<file path="config.mk">
export PLATFORM = sky130hd
export DESIGN_NAME = buddy_block_allocator_flat
export DESIGN_NICKNAME = d
export VERILOG_FILES = /design/src/rtl/core/bba_pkg.sv /design/src/rtl/core/bba_if.sv /design/src/rtl/core/bba_walk.sv /design/src/rtl/core/buddy_block_allocator.sv /design/src/flat_wrapper.sv
export SDC_FILE = /design/constraint.sdc
export NUM_CORES = 1
export LEC_CHECK = 0
export BUFFER_PORTS_ARGS = -buffer_cell sky130_fd_sc_hd__buf_4
export CORE_AREA = 2 2 234 236
export DETAILED_ROUTE_END_ITERATION = 10
export DIE_AREA = 0 0 236 238
export PLACE_DENSITY_LB_ADDON = 0.2
export RECOVER_POWER = 25
export REMOVE_ABC_BUFFERS = 1
export SETUP_SLACK_MARGIN = 0.3
export SYNTH_ARGS = -nofsm -noshare
export SYNTH_HDL_FRONTEND = slang
export SYNTH_SLANG_ARGS = --single-unit
export TNS_END_PERCENT = 30
</file>
<file path="constraint.sdc">
create_clock -name clk -period 22.7 [get_ports clk]
set_input_delay 0 -clock clk [delete_from_list [all_inputs] [get_ports clk]]
set_output_delay 0 -clock clk [all_outputs]
set_load 0.05 [all_outputs]
</file>
<file path="src/rtl/core/bba_pkg.sv">
// Shared types, widths and codes for the buddy block allocator.
// Used by the channel interfaces, the tree walk unit and the top level.
package bba_pkg;

	localparam int ADDR_W         = 20;
	localparam int COUNT_W        = 21;
	// Width for compares and shifts that may reach a whole pool of 2^32 bytes.
	localparam int WIDE_W         = 34;
	localparam int POOL_ORDER_DEF = 20;
	localparam int MIN_ORDER_DEF  = 12;

	typedef logic [ADDR_W-1:0]  addr_t;
	typedef logic [COUNT_W-1:0] count_t;

	localparam logic MODE_ALLOC      = 1'b0;
	localparam logic MODE_FREE       = 1'b1;
	localparam logic STATUS_DONE     = 1'b0;
	localparam logic STATUS_NO_SPACE = 1'b1;

	typedef enum logic [3:0] {
		ST_CLEAR,
		ST_IDLE,
		ST_PREP,
		ST_LOCATE,
		ST_SCAN,
		ST_SPLIT,
		ST_FREE_RD,
		ST_FREE_CHK,
		ST_DONE
	} bba_state_t;

endpackage

</file>
<file path="src/rtl/core/bba_if.sv">
// Request and response channel interfaces of the buddy block allocator.
// Depends on bba_pkg for the payload types.
interface bba_req_if;
	import bba_pkg::*;

	logic   valid;
	logic   ready;
	logic   mode;
	addr_t  block_address;
	count_t byte_count;

	modport source (output valid, mode, block_address, byte_count, input ready);
	modport sink (input valid, mode, block_address, byte_count, output ready);
endinterface

interface bba_rsp_if;
	import bba_pkg::*;

	logic  valid;
	logic  ready;
	logic  status;
	addr_t granted_address;

	modport source (output valid, status, granted_address, input ready);
	modport sink (input valid, status, granted_address, output ready);
endinterface

</file>
<file path="src/rtl/core/bba_walk.sv">
// Tree walk unit: heap position, pre-order successor and byte offset of one tree node.
// Depends on bba_pkg; instantiated by buddy_block_allocator.
module bba_walk #(
	parameter int POOL_ORDER = bba_pkg::POOL_ORDER_DEF,
	parameter int MIN_ORDER  = bba_pkg::MIN_ORDER_DEF,
	localparam int LEVELS    = POOL_ORDER - MIN_ORDER + 1,
	localparam int LW        = (LEVELS > 1) ? $clog2(LEVELS) : 1,
	localparam int IW        = (LEVELS > 1) ? LEVELS - 1 : 1
) (
	input  logic [LW-1:0]      lvl,
	input  logic [IW-1:0]      idx,
	input  logic [LW-1:0]      lim,
	output logic [LEVELS-1:0]  heap,
	output logic [LW-1:0]      nxt_lvl,
	output logic [IW-1:0]      nxt_idx,
	output logic               nxt_end,
	output bba_pkg::addr_t     offset
);
	import bba_pkg::*;

	logic [IW:0]   succ;
	logic [LW-1:0] tz;
	logic          descend;
	logic          last;

	// Heap numbering: root is 1, children of h are 2h and 2h+1.
	assign heap = (LEVELS'(1) << lvl) | LEVELS'(idx);

	assign offset = ADDR_W'((WIDE_W'(idx) << (LW'(LEVELS - 1) - lvl)) << MIN_ORDER);

	// Pre-order successor limited to depth lim: go to the left child while allowed,
	// otherwise climb out of every subtree in which this node was the right child.
	always_comb begin
		succ    = (IW+1)'(idx) + (IW+1)'(1);
		last    = (succ == ((IW+1)'(1) << lvl));
		descend = (lvl < lim);
		tz      = '0;
		for (int k = IW; k >= 0; k--) begin
			if (succ[k]) begin
				tz = LW'(k);
			end
		end
		if (descend) begin
			nxt_lvl = lvl + LW'(1);
			nxt_idx = IW'(idx << 1);
		end else begin
			nxt_lvl = lvl - tz;
			nxt_idx = IW'(succ >> tz);
		end
		nxt_end = !descend && last;
	end

endmodule

</file>
<file path="src/rtl/core/buddy_block_allocator.sv">
// Buddy block allocator: top level with the sequencer and the free-mark memory.
// Depends on bba_pkg, bba_req_if, bba_rsp_if and bba_walk.
//
// Use: items arrive on req (mode, block_address, byte_count) and each produces one
// item on rsp (status, granted_address). Both channels move an item when valid and
// ready are high at a rising clock edge. One request is worked on at a time.
// An allocate scans the free-mark tree in pre-order, one node per cycle through the
// registered memory read, then writes one split per cycle.
// A free climbs the tree one level per merge with a free buddy, at most to the whole pool.
// The memory has one write and one read port.
// After reset the block runs a clearing pass over every memory row that leaves only
// the whole pool free; req.ready stays low until it ends.
// The result waits in an output register. While it is not taken, the next request is
// still accepted and worked on, and it waits at its end until the register is free.
module buddy_block_allocator #(
	parameter int POOL_ORDER = bba_pkg::POOL_ORDER_DEF,
	parameter int MIN_ORDER  = bba_pkg::MIN_ORDER_DEF
) (
	input  logic      clk,
	input  logic      arst_n,
	bba_req_if.sink   req,
	bba_rsp_if.source rsp
);
	import bba_pkg::*;

	localparam int LEVELS = POOL_ORDER - MIN_ORDER + 1;
	localparam int LW     = (LEVELS > 1) ? $clog2(LEVELS) : 1;
	localparam int IW     = (LEVELS > 1) ? LEVELS - 1 : 1;
	localparam int RAW    = IW;
	localparam int ROWS   = 1 << RAW;

	bba_state_t state_q, state_d;

	logic              mode_q;
	count_t            count_q;
	logic [IW-1:0]     pos_q;
	logic [LW-1:0]     lim_q, lim_d;
	logic              fail_q, fail_d;
	logic [LW-1:0]     lvl_q, lvl_d;
	logic [IW-1:0]     idx_q, idx_d;
	logic              scan_end_q, scan_end_d;
	logic              rd_vld_s1, rd_vld_d;
	logic [LW-1:0]     lvl_s1;
	logic [IW-1:0]     idx_s1;
	logic [RAW-1:0]    row_s1;
	logic              bit_s1;
	logic [RAW-1:0]    clr_row_q;
	logic              out_vld_q;
	logic              res_status_q;
	addr_t             res_addr_q;
	logic              load_out;

	// Each row holds the marks of a sibling pair; row 0 holds the root in bit 1.
	logic [1:0]        mark_mem [ROWS];
	logic [1:0]        mark_rd_q;
	logic              mem_we, mem_re;
	logic [RAW-1:0]    mem_wrow, mem_rrow;
	logic [1:0]        mem_wmask, mem_wdata;

	logic [LEVELS-1:0] fit;
	logic [LW-1:0]     lim_calc;
	logic [LEVELS-1:0] w_heap;
	logic [LW-1:0]     w_nxt_lvl;
	logic [IW-1:0]     w_nxt_idx;
	logic              w_nxt_end;
	addr_t             w_offset;
	logic [RAW-1:0]    cur_row;
	logic              cur_bit;

	bba_walk #(
		.POOL_ORDER (POOL_ORDER),
		.MIN_ORDER  (MIN_ORDER)
	) u_walk (
		.lvl     (lvl_q),
		.idx     (idx_q),
		.lim     (lim_q),
		.heap    (w_heap),
		.nxt_lvl (w_nxt_lvl),
		.nxt_idx (w_nxt_idx),
		.nxt_end (w_nxt_end),
		.offset  (w_offset)
	);

	assign cur_row = RAW'(w_heap >> 1);
	assign cur_bit = w_heap[0];

	// Deepest level whose block size still holds the byte count; fit[0] clear means
	// not even the whole pool is large enough.
	always_comb begin
		for (int l = 0; l < LEVELS; l++) begin
			fit[l] = (WIDE_W'(count_q) <= (WIDE_W'(1) << (POOL_ORDER - l)));
		end
		lim_calc = fit[0] ? LW'($countones(fit) - 1) : '0;
	end

	assign req.ready           = (state_q == ST_IDLE);
	assign rsp.valid           = out_vld_q;
	assign rsp.status          = res_status_q;
	assign rsp.granted_address = res_addr_q;

	always_ff @(posedge clk or negedge arst_n) begin
		if (!arst_n) begin
			state_q <= ST_CLEAR;
		end else begin
			state_q <= state_d;
		end
	end

	always_comb begin
		state_d    = state_q;
		lim_d      = lim_q;
		fail_d     = fail_q;
		lvl_d      = lvl_q;
		idx_d      = idx_q;
		scan_end_d = scan_end_q;
		rd_vld_d   = 1'b0;
		load_out   = 1'b0;
		mem_we     = 1'b0;
		mem_re     = 1'b0;
		mem_wrow   = cur_row;
		mem_rrow   = cur_row;
		mem_wmask  = 2'b00;
		mem_wdata  = 2'b00;
		unique case (state_q)
			ST_CLEAR: begin
				mem_we    = 1'b1;
				mem_wrow  = clr_row_q;
				mem_wmask = 2'b11;
				mem_wdata = (clr_row_q == '0) ? 2'b10 : 2'b00;
				if (clr_row_q == RAW'(ROWS - 1)) begin
					state_d = ST_IDLE;
				end
			end
			ST_IDLE: begin
				if (req.valid) begin
					state_d = ST_PREP;
				end
			end
			ST_PREP: begin
				lim_d  = lim_calc;
				fail_d = (mode_q == MODE_ALLOC) && !fit[0];
				if (mode_q == MODE_FREE) begin
					state_d = ST_LOCATE;
				end else if (!fit[0]) begin
					state_d = ST_DONE;
				end else begin
					lvl_d      = '0;
					idx_d      = '0;
					scan_end_d = 1'b0;
					state_d    = ST_SCAN;
				end
			end
			ST_LOCATE: begin
				lvl_d   = lim_q;
				idx_d   = IW'(pos_q >> (IW - int'(lim_q)));
				state_d = ST_FREE_RD;
			end
			ST_SCAN: begin
				// The node read last cycle is checked while the next one is fetched.
				if (rd_vld_s1 && mark_rd_q[bit_s1]) begin
					mem_we    = 1'b1;
					mem_wrow  = row_s1;
					mem_wmask = bit_s1 ? 2'b10 : 2'b01;
					lvl_d     = lvl_s1;
					idx_d     = idx_s1;
					state_d   = ST_SPLIT;
				end else if (scan_end_q) begin
					if (!rd_vld_s1) begin
						fail_d  = 1'b1;
						state_d = ST_DONE;
					end
				end else begin
					mem_re     = 1'b1;
					rd_vld_d   = 1'b1;
					lvl_d      = w_nxt_lvl;
					idx_d      = w_nxt_idx;
					scan_end_d = w_nxt_end;
				end
			end
			ST_SPLIT: begin
				// The row of a node's children is the node's own heap number.
				if (lvl_q < lim_q) begin
					mem_we    = 1'b1;
					mem_wrow  = RAW'(w_heap);
					mem_wmask = 2'b10;
					mem_wdata = 2'b10;
					lvl_d     = lvl_q + LW'(1);
					idx_d     = IW'(idx_q << 1);
				end else begin
					state_d = ST_DONE;
				end
			end
			ST_FREE_RD: begin
				if (lvl_q == '0) begin
					mem_we    = 1'b1;
					mem_wmask = cur_bit ? 2'b10 : 2'b01;
					mem_wdata = 2'b11;
					state_d   = ST_DONE;
				end else begin
					mem_re  = 1'b1;
					state_d = ST_FREE_CHK;
				end
			end
			ST_FREE_CHK: begin
				// The freed node is written only once merging stops; a merge clears
				// both halves, whatever the node's own mark was.
				mem_we = 1'b1;
				if (mark_rd_q[~cur_bit]) begin
					mem_wmask = 2'b11;
					mem_wdata = 2'b00;
					lvl_d     = lvl_q - LW'(1);
					idx_d     = idx_q >> 1;
					state_d   = ST_FREE_RD;
				end else begin
					mem_wmask = cur_bit ? 2'b10 : 2'b01;
					mem_wdata = 2'b11;
					state_d   = ST_DONE;
				end
			end
			ST_DONE: begin
				if (!out_vld_q || rsp.ready) begin
					load_out = 1'b1;
					state_d  = ST_IDLE;
				end
			end
			default: begin
				state_d = ST_IDLE;
			end
		endcase
	end

	always_ff @(posedge clk or negedge arst_n) begin
		if (!arst_n) begin
			clr_row_q  <= '0;
			rd_vld_s1  <= 1'b0;
			scan_end_q <= 1'b0;
			fail_q     <= 1'b0;
			out_vld_q  <= 1'b0;
		end else begin
			if (state_q == ST_CLEAR) begin
				clr_row_q <= clr_row_q + RAW'(1);
			end
			rd_vld_s1  <= rd_vld_d;
			scan_end_q <= scan_end_d;
			fail_q     <= fail_d;
			if (load_out) begin
				out_vld_q <= 1'b1;
			end else if (rsp.ready) begin
				out_vld_q <= 1'b0;
			end
		end
	end

	always_ff @(posedge clk) begin
		if (req.valid && req.ready) begin
			mode_q  <= req.mode;
			count_q <= req.byte_count;
			pos_q   <= IW'(WIDE_W'(req.block_address) >> MIN_ORDER);
		end
		lim_q <= lim_d;
		lvl_q <= lvl_d;
		idx_q <= idx_d;
		if (rd_vld_d) begin
			lvl_s1 <= lvl_q;
			idx_s1 <= idx_q;
			row_s1 <= cur_row;
			bit_s1 <= cur_bit;
		end
		if (load_out) begin
			res_status_q <= fail_q ? STATUS_NO_SPACE : STATUS_DONE;
			res_addr_q   <= ((mode_q == MODE_ALLOC) && !fail_q) ? w_offset : '0;
		end
	end

	always_ff @(posedge clk) begin
		if (mem_we) begin
			if (mem_wmask[0]) begin
				mark_mem[mem_wrow][0] <= mem_wdata[0];
			end
			if (mem_wmask[1]) begin
				mark_mem[mem_wrow][1] <= mem_wdata[1];
			end
		end
		if (mem_re) begin
			mark_rd_q <= mark_mem[mem_rrow];
		end
	end

`ifndef NO_ASSERTIONS
	a_no_rw_collision: assert property (@(posedge clk) disable iff (!arst_n)
		(mem_we && mem_re) |-> (mem_wrow != mem_rrow))
		else $error("free-mark memory read and written at the same row");

	a_split_depth: assert property (@(posedge clk) disable iff (!arst_n)
		(state_q == ST_SPLIT) |-> (lvl_q <= lim_q))
		else $error("split went below the level that fits the request");

	a_fail_zero_addr: assert property (@(posedge clk) disable iff (!arst_n)
		(out_vld_q && res_status_q == STATUS_NO_SPACE) |-> (res_addr_q == '0))
		else $error("failed allocate reports a non-zero address");

	a_done_delivers: assert property (@(posedge clk) disable iff (!arst_n)
		(state_q == ST_DONE && (!out_vld_q || rsp.ready)) |=> (out_vld_q && state_q == ST_IDLE))
		else $error("finished item not placed in the output register");
`endif

endmodule

</file>
<file path="src/flat_wrapper.sv">
// flat-port wrapper written by rule: the top's interface ports become plain ports
module buddy_block_allocator_flat import bba_pkg::*;
#(
	parameter int POOL_ORDER = bba_pkg::POOL_ORDER_DEF,
	parameter int MIN_ORDER  = bba_pkg::MIN_ORDER_DEF
)
  (clk, arst_n, req_valid, req_mode, req_block_address, req_byte_count, req_ready, rsp_valid, rsp_status, rsp_granted_address, rsp_ready);
  bba_req_if req_i ();
  bba_rsp_if rsp_i ();
  input  logic clk;
  input  logic arst_n;
  input wire logic [$bits(req_i.valid)-1:0] req_valid;
  input wire logic [$bits(req_i.mode)-1:0] req_mode;
  input wire logic [$bits(req_i.block_address)-1:0] req_block_address;
  input wire logic [$bits(req_i.byte_count)-1:0] req_byte_count;
  output wire logic [$bits(req_i.ready)-1:0] req_ready;
  output wire logic [$bits(rsp_i.valid)-1:0] rsp_valid;
  output wire logic [$bits(rsp_i.status)-1:0] rsp_status;
  output wire logic [$bits(rsp_i.granted_address)-1:0] rsp_granted_address;
  input wire logic [$bits(rsp_i.ready)-1:0] rsp_ready;
  assign req_i.valid = req_valid;
  assign req_i.mode = req_mode;
  assign req_i.block_address = req_block_address;
  assign req_i.byte_count = req_byte_count;
  assign req_ready = req_i.ready;
  assign rsp_valid = rsp_i.valid;
  assign rsp_status = rsp_i.status;
  assign rsp_granted_address = rsp_i.granted_address;
  assign rsp_i.ready = rsp_ready;
  buddy_block_allocator #(.POOL_ORDER(POOL_ORDER), .MIN_ORDER(MIN_ORDER)) u_core (.clk(clk), .arst_n(arst_n), .req(req_i), .rsp(rsp_i));
endmodule
</file>
; ---- Word level (Yosys, flattened, before mapping)
; Memory sizes are Yosys's and may differ from the RTL's. A register that Yosys moved wholly into a read port is not among the register bits.
; Cells that the tools add are included.
[totals]
reg_bits = 104
mem_bits_rw = 512
input_bits = 46
out_inout_bits = 23
word_cells = 184
mem_count = 1
[mem_list]
columns = name, words, word_bits, read_ports, rd_ports_with_merged_regs, wr, line
row1 = u_core.mark_mem, 256, 2, 1, 1, 1, buddy_block_allocator.sv:54  ; logic [1:0] mark_mem [ROWS];
[classes]
n_addsub = 16
n_lt_le_gt_ge = 12
n_eq_ne = 24
shifts = 4
muxes = 84
n_bitwise = 3
reduce_logical = 21
[ops]
columns = cell, count
row1 = $mux W4, 27
row2 = $mux W8, 9
row3 = $pmux W8 S5, 1
row4 = $pmux W4 S9, 1
row5 = $shr A8 B32 Y8, 1
row6 = $mux W1, 29
row7 = $pmux W8 S3, 1
row8 = $le A21 B13 Y1 const B, 1
row9 = $le A21 B14 Y1 const B, 1
row10 = $le A21 B15 Y1 const B, 1
row11 = $le A21 B16 Y1 const B, 1
row12 = $le A21 B17 Y1 const B, 1
row13 = $le A21 B18 Y1 const B, 1
row14 = $le A21 B19 Y1 const B, 1
row15 = $le A21 B20 Y1 const B, 1
row16 = $le A21 B21 Y1 const B, 1
row17 = $pmux W4 S5, 1
row18 = $mux W2, 9
row19 = $eq A4 B3 Y1 const B, 4
row20 = $add A4 B4 Y4, 3
row21 = $ne A2 B2 Y1 const B, 6
row22 = $reduce_and A6 Y1, 2
row23 = $ne A2 B1 Y1 const B, 5
row24 = $pmux W2 S5, 1
row25 = other kinds (36), 55

; ---- Logic depth before layout (Yosys ltp)
; Gate-level depths: netlist of run 1.
[logic_depth]
depth_word = 15
ltp_mapped = 17
depth_no_buf = 17

; ---- Cells and area by module
; A second synthesis of run 1 with hierarchy kept.
[hier_totals]
hier_cells = 2255
area_unflattened_um2 = 29356.9
[modules_own_cells]
columns = module, n_inst, cells_each, area_per_inst_um2, seq_area_each_um2
row1 = buddy_block_allocator, 1, 2008, 27717.8, 18477.7
row2 = bba_walk, 1, 247, 1639.1, 0.0

; ---- Worst setup path before layout of run 1
; Ideal clock, no wire load.
[synth_path]
kind = register -> register
startpoint = register u_core.lvl_q[0]
endpoint = memory u_core.mark_mem[0][1], data pin
setup_time_ps = 938
t_arrival_ps = 15755
required_time_ps = 21762
path_slack_ps = 6007
stages_incl_launch_ff = 10
period_less_slack_ps = 16693
path_cell_list = edfxtp_1 buf_6 inv_1 ha_1 ha_1 nand2_1 ha_1 mux2_2 o21ai_0 a311o_1
[synth_between]
elab_chain_cells = 6
[synth_rtl]
columns = element, line
row1 = from (decl), buddy_block_allocator.sv:39  ; logic [LW-1:0] lvl_q, lvl_d;
row2 = from (signal assigned), buddy_block_allocator.sv:261  ; lvl_q <= lvl_d;
row3 = $shl A1 B4 Y9, bba_walk.sv:27  ; assign heap = (LEVELS'(1) << lvl) | LEVELS'(idx);
row4 = $or A9 B8 Y9, bba_walk.sv:27
row5 = $mux W1 (not written as such) (2 in series), buddy_block_allocator.sv:208  ; if (mark_rd_q[~cur_bit]) begin
row6 = $mux W2, buddy_block_allocator.sv:208
row7 = $pmux W2 S4 *, buddy_block_allocator.sv:124  ; unique case (state_q)
row8 = via u_core.mem_wdata[1], buddy_block_allocator.sv:58  ; logic [1:0] mem_wmask, mem_wdata;
row9 = to (decl), buddy_block_allocator.sv:54
; The timed path passes the listed nets; every way through them passes the cells marked *. The select of a mux whose other input is x is not followed.

; ---- Worst setup path in the final report of run 1
[layout_path]
startpoint = register u_core.lvl_q[0]
endpoint = memory u_core.mark_mem[249][0], enable pin
[layout_between]
elab_chain_cells = 9
[layout_rtl]
columns = element, line
row1 = $shl A1 B4 Y9, bba_walk.sv:27
row2 = $or A9 B8 Y9, bba_walk.sv:27
row3 = $mux W1 (not written as such) (2 in series), buddy_block_allocator.sv:208
row4 = $mux W2, buddy_block_allocator.sv:208
row5 = $pmux W2 S5, buddy_block_allocator.sv:124
row6 = $mux W1, buddy_block_allocator.sv:277  ; if (mem_wmask[0]) begin
row7 = $mux W1, buddy_block_allocator.sv:276  ; if (mem_we) begin
row8 = $mux W1 (not written as such), buddy_block_allocator.sv:278  ; mark_mem[mem_wrow][0] <= mem_wdata[0];
; Several ways; a longest one is shown, not always the timed one. The select of a mux whose other input is x is not followed.

==> flow_summary_export.csv, run 1 <==
group,metric,value,unit
logic_synthesis,yosysTopAreaCell,"edfxtp_1",
drt,drc,0,
min_path,hold_path.class,"in -> reg",
critical_path,worstPathArrival,8.67,ns
status,status,"finished, violations left",
critical_path,crit_fanout,70,
floorplan,coreArea,0.0535,mm2
drt,drt_iter0_markers,2836,
global_route,grt_pass1_wl,114000,um
logic_synthesis,yosys_warnings,0,
logic_synthesis,ys.flop_type,"edfxtp_1",
logic_synthesis,synth_cells,2573,
clock_network,numCtsBuffers,61,
floorplan,die_height,238,um
logic_synthesis,synth_top_area_share,60.7,%
critical_path,critical_path.startpoint,"u_core.lvl_q[0]",
layout,fin_util,59.2,%
pwr,power.leakage,10.1,nW
drt,ant_nets,0,
critical_path,reg2reg_depth,10,
pwr,p_total,3.81,mW
logic_synthesis,synth-seq-cells,606,
global_route,grt_overflow,0,
timing,max_slew_margin,-235,%
timing,fmax,0.120,GHz
pwr,power_density,120,mW/mm2
floorplan,pin_count,69,
drt,wirelength,75300,um
critical_path,crit_type,"reg -> reg",
placement,dp.cells,3133,
clock_network,cts_setup_buffers,0,
layout,stdcell_area,0.0317,mm2
logic_synthesis,synth_area_leaders,"edfxtp_1 (61%), nor2_1 (6.5%), nand2_1 (5.1%)",
status,violations,"max-capacitance violations, max-slew violations",
timing,maxSlewViolCount,295,
layout,area_delta_synth_final,8.39,%
critical_path,end_kind,"flip-flop",
placement,port_buffers,44,
critical_path,r2r_slack,14.36,ns
logic_synthesis,synth_cell_types,84,
logic_synthesis,ys_async_sr_fraction,2.64,%
critical_path,critPathRequiredTime,23.03,ns
logic_synthesis,synth.avg_cell_area,11.3,um2
critical_path,worstReg2RegEnd,"u_core.mark_mem[249][0]",
layout,layout.area.seq,0.0181,mm2
timing,rsz0062_at_grt,"no",
floorplan,die_w,236,um
layout,multiInputGateArea,0.00977,mm2
global_route,grt_max_degree,162,
layout,num_antenna_cells,0,
timing,hold_violations,0,
layout,final_cells,3275,
logic_synthesis,syn_area,0.0292,mm2
placement,dp_hpwl,42500,um
timing,tightestPinTransition,5.03,ns
clock_network,cts_tree,"built",
timing,worst_hold_slack,0.115,ns
timing,fin_ws,14.36,ns
job,cap_viol_max_count,5,
timing,fin_setup_tns,0,ns
clock_network,htreeDepth,2,
logic_synthesis,synthTopCellsByCount,"edfxtp_1 (590), nor2_1 (507), nand2_1 (398), nand3_1 (127), a21oi_1 (88)",
timing,min_period_over_period,36.8,%
floorplan,row_count,85,
drt,wire_per_inst,23.0,um
logic_synthesis,synth_edf_count,590,
placement,gp_congestion,0.883,
drt,first_pass_iters,8,
placement,detailedPlace.worstSlack,17.18,ns
floorplan,dieArea,0.0562,mm2
global_route,antenna_found_initial,1,
critical_path,cp-endpoint,"u_core.mark_mem[249][0]",
clock_network,clock-sinks,606,
placement,dpl_cell_area,0.0295,mm2
layout,fillCellCount,4366,
critical_path,start_kind,"flip-flop",
pwr,vdd_drop_max,97.8,uV
timing,setup_viol_count_final,0,
floorplan,initial_core_util,54.6,%
clock_network,clock_path_buffers,3,
global_route,track_usage,26.6,%
clock_network,cts-resized-gates,0,
clock_network,clock_latency,0.64,ns
global_route,grt_pass1_vias,19604,
layout,drive_gt1_share,11.2,%
clock_network,clk_pin_slew_worst_paths,0.07,ns
drt,num_vias,20269,
timing,fin_crit,8.34,ns
logic_synthesis,synth_most_common_cell,"edfxtp_1",
clock_network,ctsRootBufferMaster,"clkbuf_16",
logic_synthesis,ys_seq_area_share,62.0,%
critical_path,r2r_start,"u_core.lvl_q[0]",
drt,via_per_inst,6.19,
layout,nets,2614,
timing,fin_skew,0.0159,ns
[flip-flops by register name, summed over array words and instances, names as in the netlist, 2 cells and up]
register	flops
u_core.idx_q	8
u_core.state_q	4
u_core.mark_rd_q	2
u_core.clr_row_q	8
u_core.lim_q	4
u_core.row_s1	8
u_core.rsp.granted_address	8
u_core.mark_mem	512
u_core.lvl_q	4
u_core.lvl_s1	4
u_core.idx_s1	8
u_core.count_q	21
u_core.pos_q	8
[worst min-delay path by stage]
| stage | start | to | slack (ns) | cells after the start |
|---|---|---|---|---|
| 2_1_floorplan | arst_n | u_core.clr_row_q[0] | -0.30 | 0 |
| 3_3_place_gp | arst_n | u_core.rsp.valid | -0.13 | 1 |
| 3_5_place_dp | arst_n | u_core.rsp.valid | -0.13 | 1 |
| 4_1_cts | req_byte_count[0] | u_core.count_q[0] | 0.06 | 2 |
| 5_1_grt | req_block_address[13] | u_core.pos_q[1] | 0.1 | 2 |
| 6_report | req_block_address[15] | u_core.pos_q[3] | 0.12 | 2 |
[layout by cell type (no fill, tap or decap), types with 7 or more instances in the layout]
cell type      Yosys  layout
a22oi_1           18      18
nor3_1            19      19
clkinv_2           0       8
edfxtp_1         590     590
nor4_1            10      10
a21oi_1           88      89
buf_4             19      25
a222oi_1          13      13
o21ai_0           29      29
clkinv_1           1      10
mux2i_1           30      30
nand4_2           27      27
a32oi_1           19      19
clkbuf_1          83      38
a31oi_1           39      39
nor2_2            55      57
o21a_1             9       9
conb_1             1      12
clkbuf_4           0      31
dfrtp_1           16      16
and3_1             7       7
xnor2_1           21      21
a2111oi_0         24      24
a211oi_1           7       7
or3_1              7       7
ha_1              29      29
nand2_1          398     398
nand2b_1          36      36
nor2_1           507     503
clkbuf_16          0      62
nand3_1          127     127
inv_1             43      42
dlygate4sd3_1      0      34
mux4_2            33      33
nand4_1           34      34
[what timing repair did]
action	CTS	global route
setup endpoints to repair	0	0
hold buffers	34	0
hold endpoints to repair	51	0
[cells by family (layout without fill, tap and decap cells)]
kind of cell,Yosys count,count (layout),share of synthesized area [%]
simple gates,1268,1268,19.8
flops,606,606,62.0
compound gates,300,300,7.19
buf+inv,267,262,4.73
mux,70,70,3.84
fa+ha+maj,34,34,1.59
xor+xnor,27,27,0.810
other cells,1,12,0.0128
[power by group]
group	switching (mW)	total [mW]	internal (mW)
clock network	0.421	0.963	0.543
registers	0.0619	1.40	1.34
logic	1.08	1.44	0.368
total	1.56	3.81	2.25
[metal layers]
metal	routed length, um	vias up	GRT usage [%]
met5	13	-	0
met3	7110	168	5.37
met4	2350	2	8.86
met1	29900	9981	35.4
li1	-	9109	-
met2	36000	1009	44.0
[layout make-up]
type / instances / area share, %
clock inverter: 24 / 0.676
clock buffer: 84 / 5.26
tap: 696 / 2.75
sequential: 606 / 57.2
timing repair buffer: 110 / 2.69
inverter: 44 / 0.526
multi-input combinational: 1711 / 30.9
[critical path, stage by stage (launching register included)]
cell        delay (ns)
edfxtp_1          0.40
clkbuf_1          0.43
ha_1              0.45
nor3b_1           0.21
nor2_4            0.17
clkinvlp_2        2.35
a222oi_1          1.45
o21a_1            0.52
nand4_2           0.75
nand2b_1          0.93
nor2_1            0.33
Power figures use the tool's default switching activity.
==> inputs of run 2 (changes only) <==
==> constraint.sdc (replaced) <==
create_clock -name clk -period 8.42 [get_ports clk]
set_input_delay 0 -clock clk [delete_from_list [all_inputs] [get_ports clk]]
set_output_delay 0 -clock clk [all_outputs]
set_load 0.05 [all_outputs]
==> run 2 against run 1 <==
  * The run still ends with max-capacitance violations, max-slew violations left
  * Total power rose to 2.7 times the previous value
  * Flip-flop and latch count did not move
  * Combinational power rose to 2.6 times the previous value
  * Clock power rose to 2.7 times the previous value
  * Via count fell by 1.1%
  * Routed wire length fell by 2.4%
  * Critical path depth fell by 1
  * Non-clock buffer count fell by 2
  * Largest power group unchanged
  * Die area did not move
  * Count of clock-buffer cells in the layout fell by 10
  * First-iteration DRC count fell by 17%
==> flow_summary_export.csv, run 2 (synthesis gave the netlist of run 1 again) <==
group,metric,value,unit
status,status,"finished, violations left",
status,violations,"max-capacitance violations, max-slew violations",
layout,num_antenna_cells,0,
pwr,vdd_drop_max,243,uV
floorplan,die_w,236,um
global_route,grt_overflow,0,
global_route,track_usage,25.8,%
placement,dp_hpwl,43300,um
layout,nets,2611,
timing,fin_setup_tns,0,ns
layout,layout_commonest_cell,"edfxtp_1",
drt,drc,0,
floorplan,die_height,238,um
timing,max_slew_margin,-104,%
drt,via_per_inst,6.13,
pwr,power_density,323,mW/mm2
clock_network,numCtsBuffers,60,
layout,top_regs,"u_core.mark_mem: 512 flops, u_core.count_q: 21 flops",
critical_path,crit_fanout,41,
critical_path,critPathRequiredTime,8.75,ns
critical_path,end_kind,"flip-flop",
floorplan,initial_core_util,54.6,%
critical_path,r2r_start,"u_core.lvl_q[0]",
timing,tightestPinTransition,3.06,ns
layout,largest_register,"u_core.mark_mem",
floorplan,coreArea,0.0535,mm2
pwr,p_seq_share,37.0,%
timing,hold_violations,0,
floorplan,row_count,85,
timing,fin_skew,0.0319,ns
clock_network,htreeDepth,2,
drt,wire_per_inst,22.5,um
pwr,p_comb_share,37.2,%
critical_path,start_kind,"flip-flop",
pwr,p_clk_share,25.7,%
clock_network,cts_tree,"built",
drt,wirelength,73500,um
critical_path,worstPathArrival,7.16,ns
drt,first_pass_iters,5,
timing,fmax,0.147,GHz
timing,fin_crit,6.82,ns
min_path,min-delay-start,"req_block_address[19]",
critical_path,crit_type,"reg -> reg",
global_route,grt_pass1_vias,19040,
clock_network,clk_pin_slew_worst_paths,0.06,ns
timing,setup_viol_count_final,0,
drt,ant_nets,0,
layout,mostFrequentLayoutCells,"edfxtp_1 (590), nor2_1 (504), nand2_1 (398), nand3_1 (127), a21oi_1 (89)",
layout,drive_gt1_share,11.3,%
drt,num_vias,20041,
clock_network,clock_latency,0.65,ns
layout,fin_util,59.2,%
clock_network,ctsRootBufferMaster,"clkbuf_16",
pwr,power.leakage,10.1,nW
global_route,antenna_found_initial,0,
clock_network,clock_path_buffers,3,
pwr,switchingPower,4.15,mW
placement,detailedPlace.worstSlack,2.74,ns
timing,maxSlewViolCount,158,
min_path,hold_path.class,"in -> reg",
timing,min_period_over_period,81.0,%
placement,port_buffers,44,
drt,drt_iter0_markers,2367,
clock_network,cts-resized-gates,0,
critical_path,critical_path.startpoint,"u_core.lvl_q[0]",
placement,gp_congestion,0.849,
layout,area_delta_synth_final,8.52,%
job,cap_viol_max_count,4,
layout,fillCellCount,4255,
pwr,swShare,40.6,%
floorplan,pin_count,69,
pwr,p_int,6.08,mW
layout,largest_reg_flops,512,
timing,fin_ws,1.60,ns
floorplan,dieArea,0.0562,mm2
clock_network,clock-sinks,606,
global_route,grt_max_degree,257,
pwr,p_total,10.2,mW
global_route,grt_pass1_wl,111000,um
timing,rsz0062_at_grt,"no",
[run 2: cell count changes in the layout (fill, tap and decap cells not counted), moves of 2 or more]
| cell | before | now |
|---|---|---|
| mux2_2 | 3 | 5 |
| clkinv_1 | 10 | 12 |
| bufinv_16 | 3 | 6 |
| clkbuf_8 | 3 | 0 |
| mux2_1 | 4 | 2 |
| clkbuf_1 | 38 | 31 |
[run 2: routing by layer]
| metal | vias up | share of wire (%) | GRT usage (%) |
|---|---|---|---|
| met5 | - | 0 | 0 |
| met4 | 0 | 3.6 | 9.82 |
| met3 | 152 | 7.7 | 3.47 |
| met2 | 835 | 49 | 43.2 |
| met1 | 9963 | 40 | 34.6 |
| li1 | 9091 | - | - |
[run 2: final timing paths]
check | depth (start not counted) | slack [ns] | to
max | 9 | 1.60 | u_core.mark_mem[196][0]
min | 2 | 0.11 | u_core.pos_q[7]
max reg2reg | 9 | 1.60 | u_core.mark_mem[196][0]
min reg2reg | 0 | 0.53 | u_core.rsp.status
max in group asynchronous | 3 | 7.30 | u_core.fail_q
min in group asynchronous | 3 | 0.60 | u_core.clr_row_q[4]
[run 2: critical path: stages, from the launching register on]
cell and delay [ns]:
edfxtp_1 0.71, ha_1 0.42, nor3b_1 0.18, nor2_1 1.55, inv_6 0.44, a222oi_1 0.59
o21a_1 0.49, nand4_2 0.83, nand2b_1 0.93, nor2_1 0.33
[run 2: cell type report]
cell class	count	area, um2	share of cell area (%)
inverter	44	170	0.537
clock inverter	31	332	1.05
clock buffer	74	1580	4.97
sequential	606	18100	57.2
timing repair buffer	108	853	2.69
tap	696	871	2.75
multi-input combinational	1711	9770	30.8
[run 2: metrics by stage]
| step | area [um2] | std cells | hold WS (ns) |
|---|---|---|---|
| 2_1_floorplan | 28000 | 2361 | -0.296 |
| 3_3_place_gp | 29500 | 3131 | -0.128 |
| 3_5_place_dp | 29500 | 3131 | -0.128 |
| 4_1_cts | 31800 | 3270 | 0.0670 |
| 5_1_grt | 31700 | 3270 | 0.114 |
| 6_report | 31700 | 3270 | 0.108 |
[run 2: power by group through the flow]
stage	sequential [mW]	combinational (mW)	clock [mW]
floorplan	3.82	2.59	0
global placement	3.83	3.69	0
detailed placement	3.84	3.77	0
CTS	3.78	3.80	2.66
global route	3.80	4.09	2.77
finish	3.79	3.81	2.64
[run 2: timing repair]
item	4_1_cts	5_1_grt
buffers inserted	0	0
hold buffers	34	0
endpoints found under the hold margin	51	0
endpoints found under the setup margin	0	0
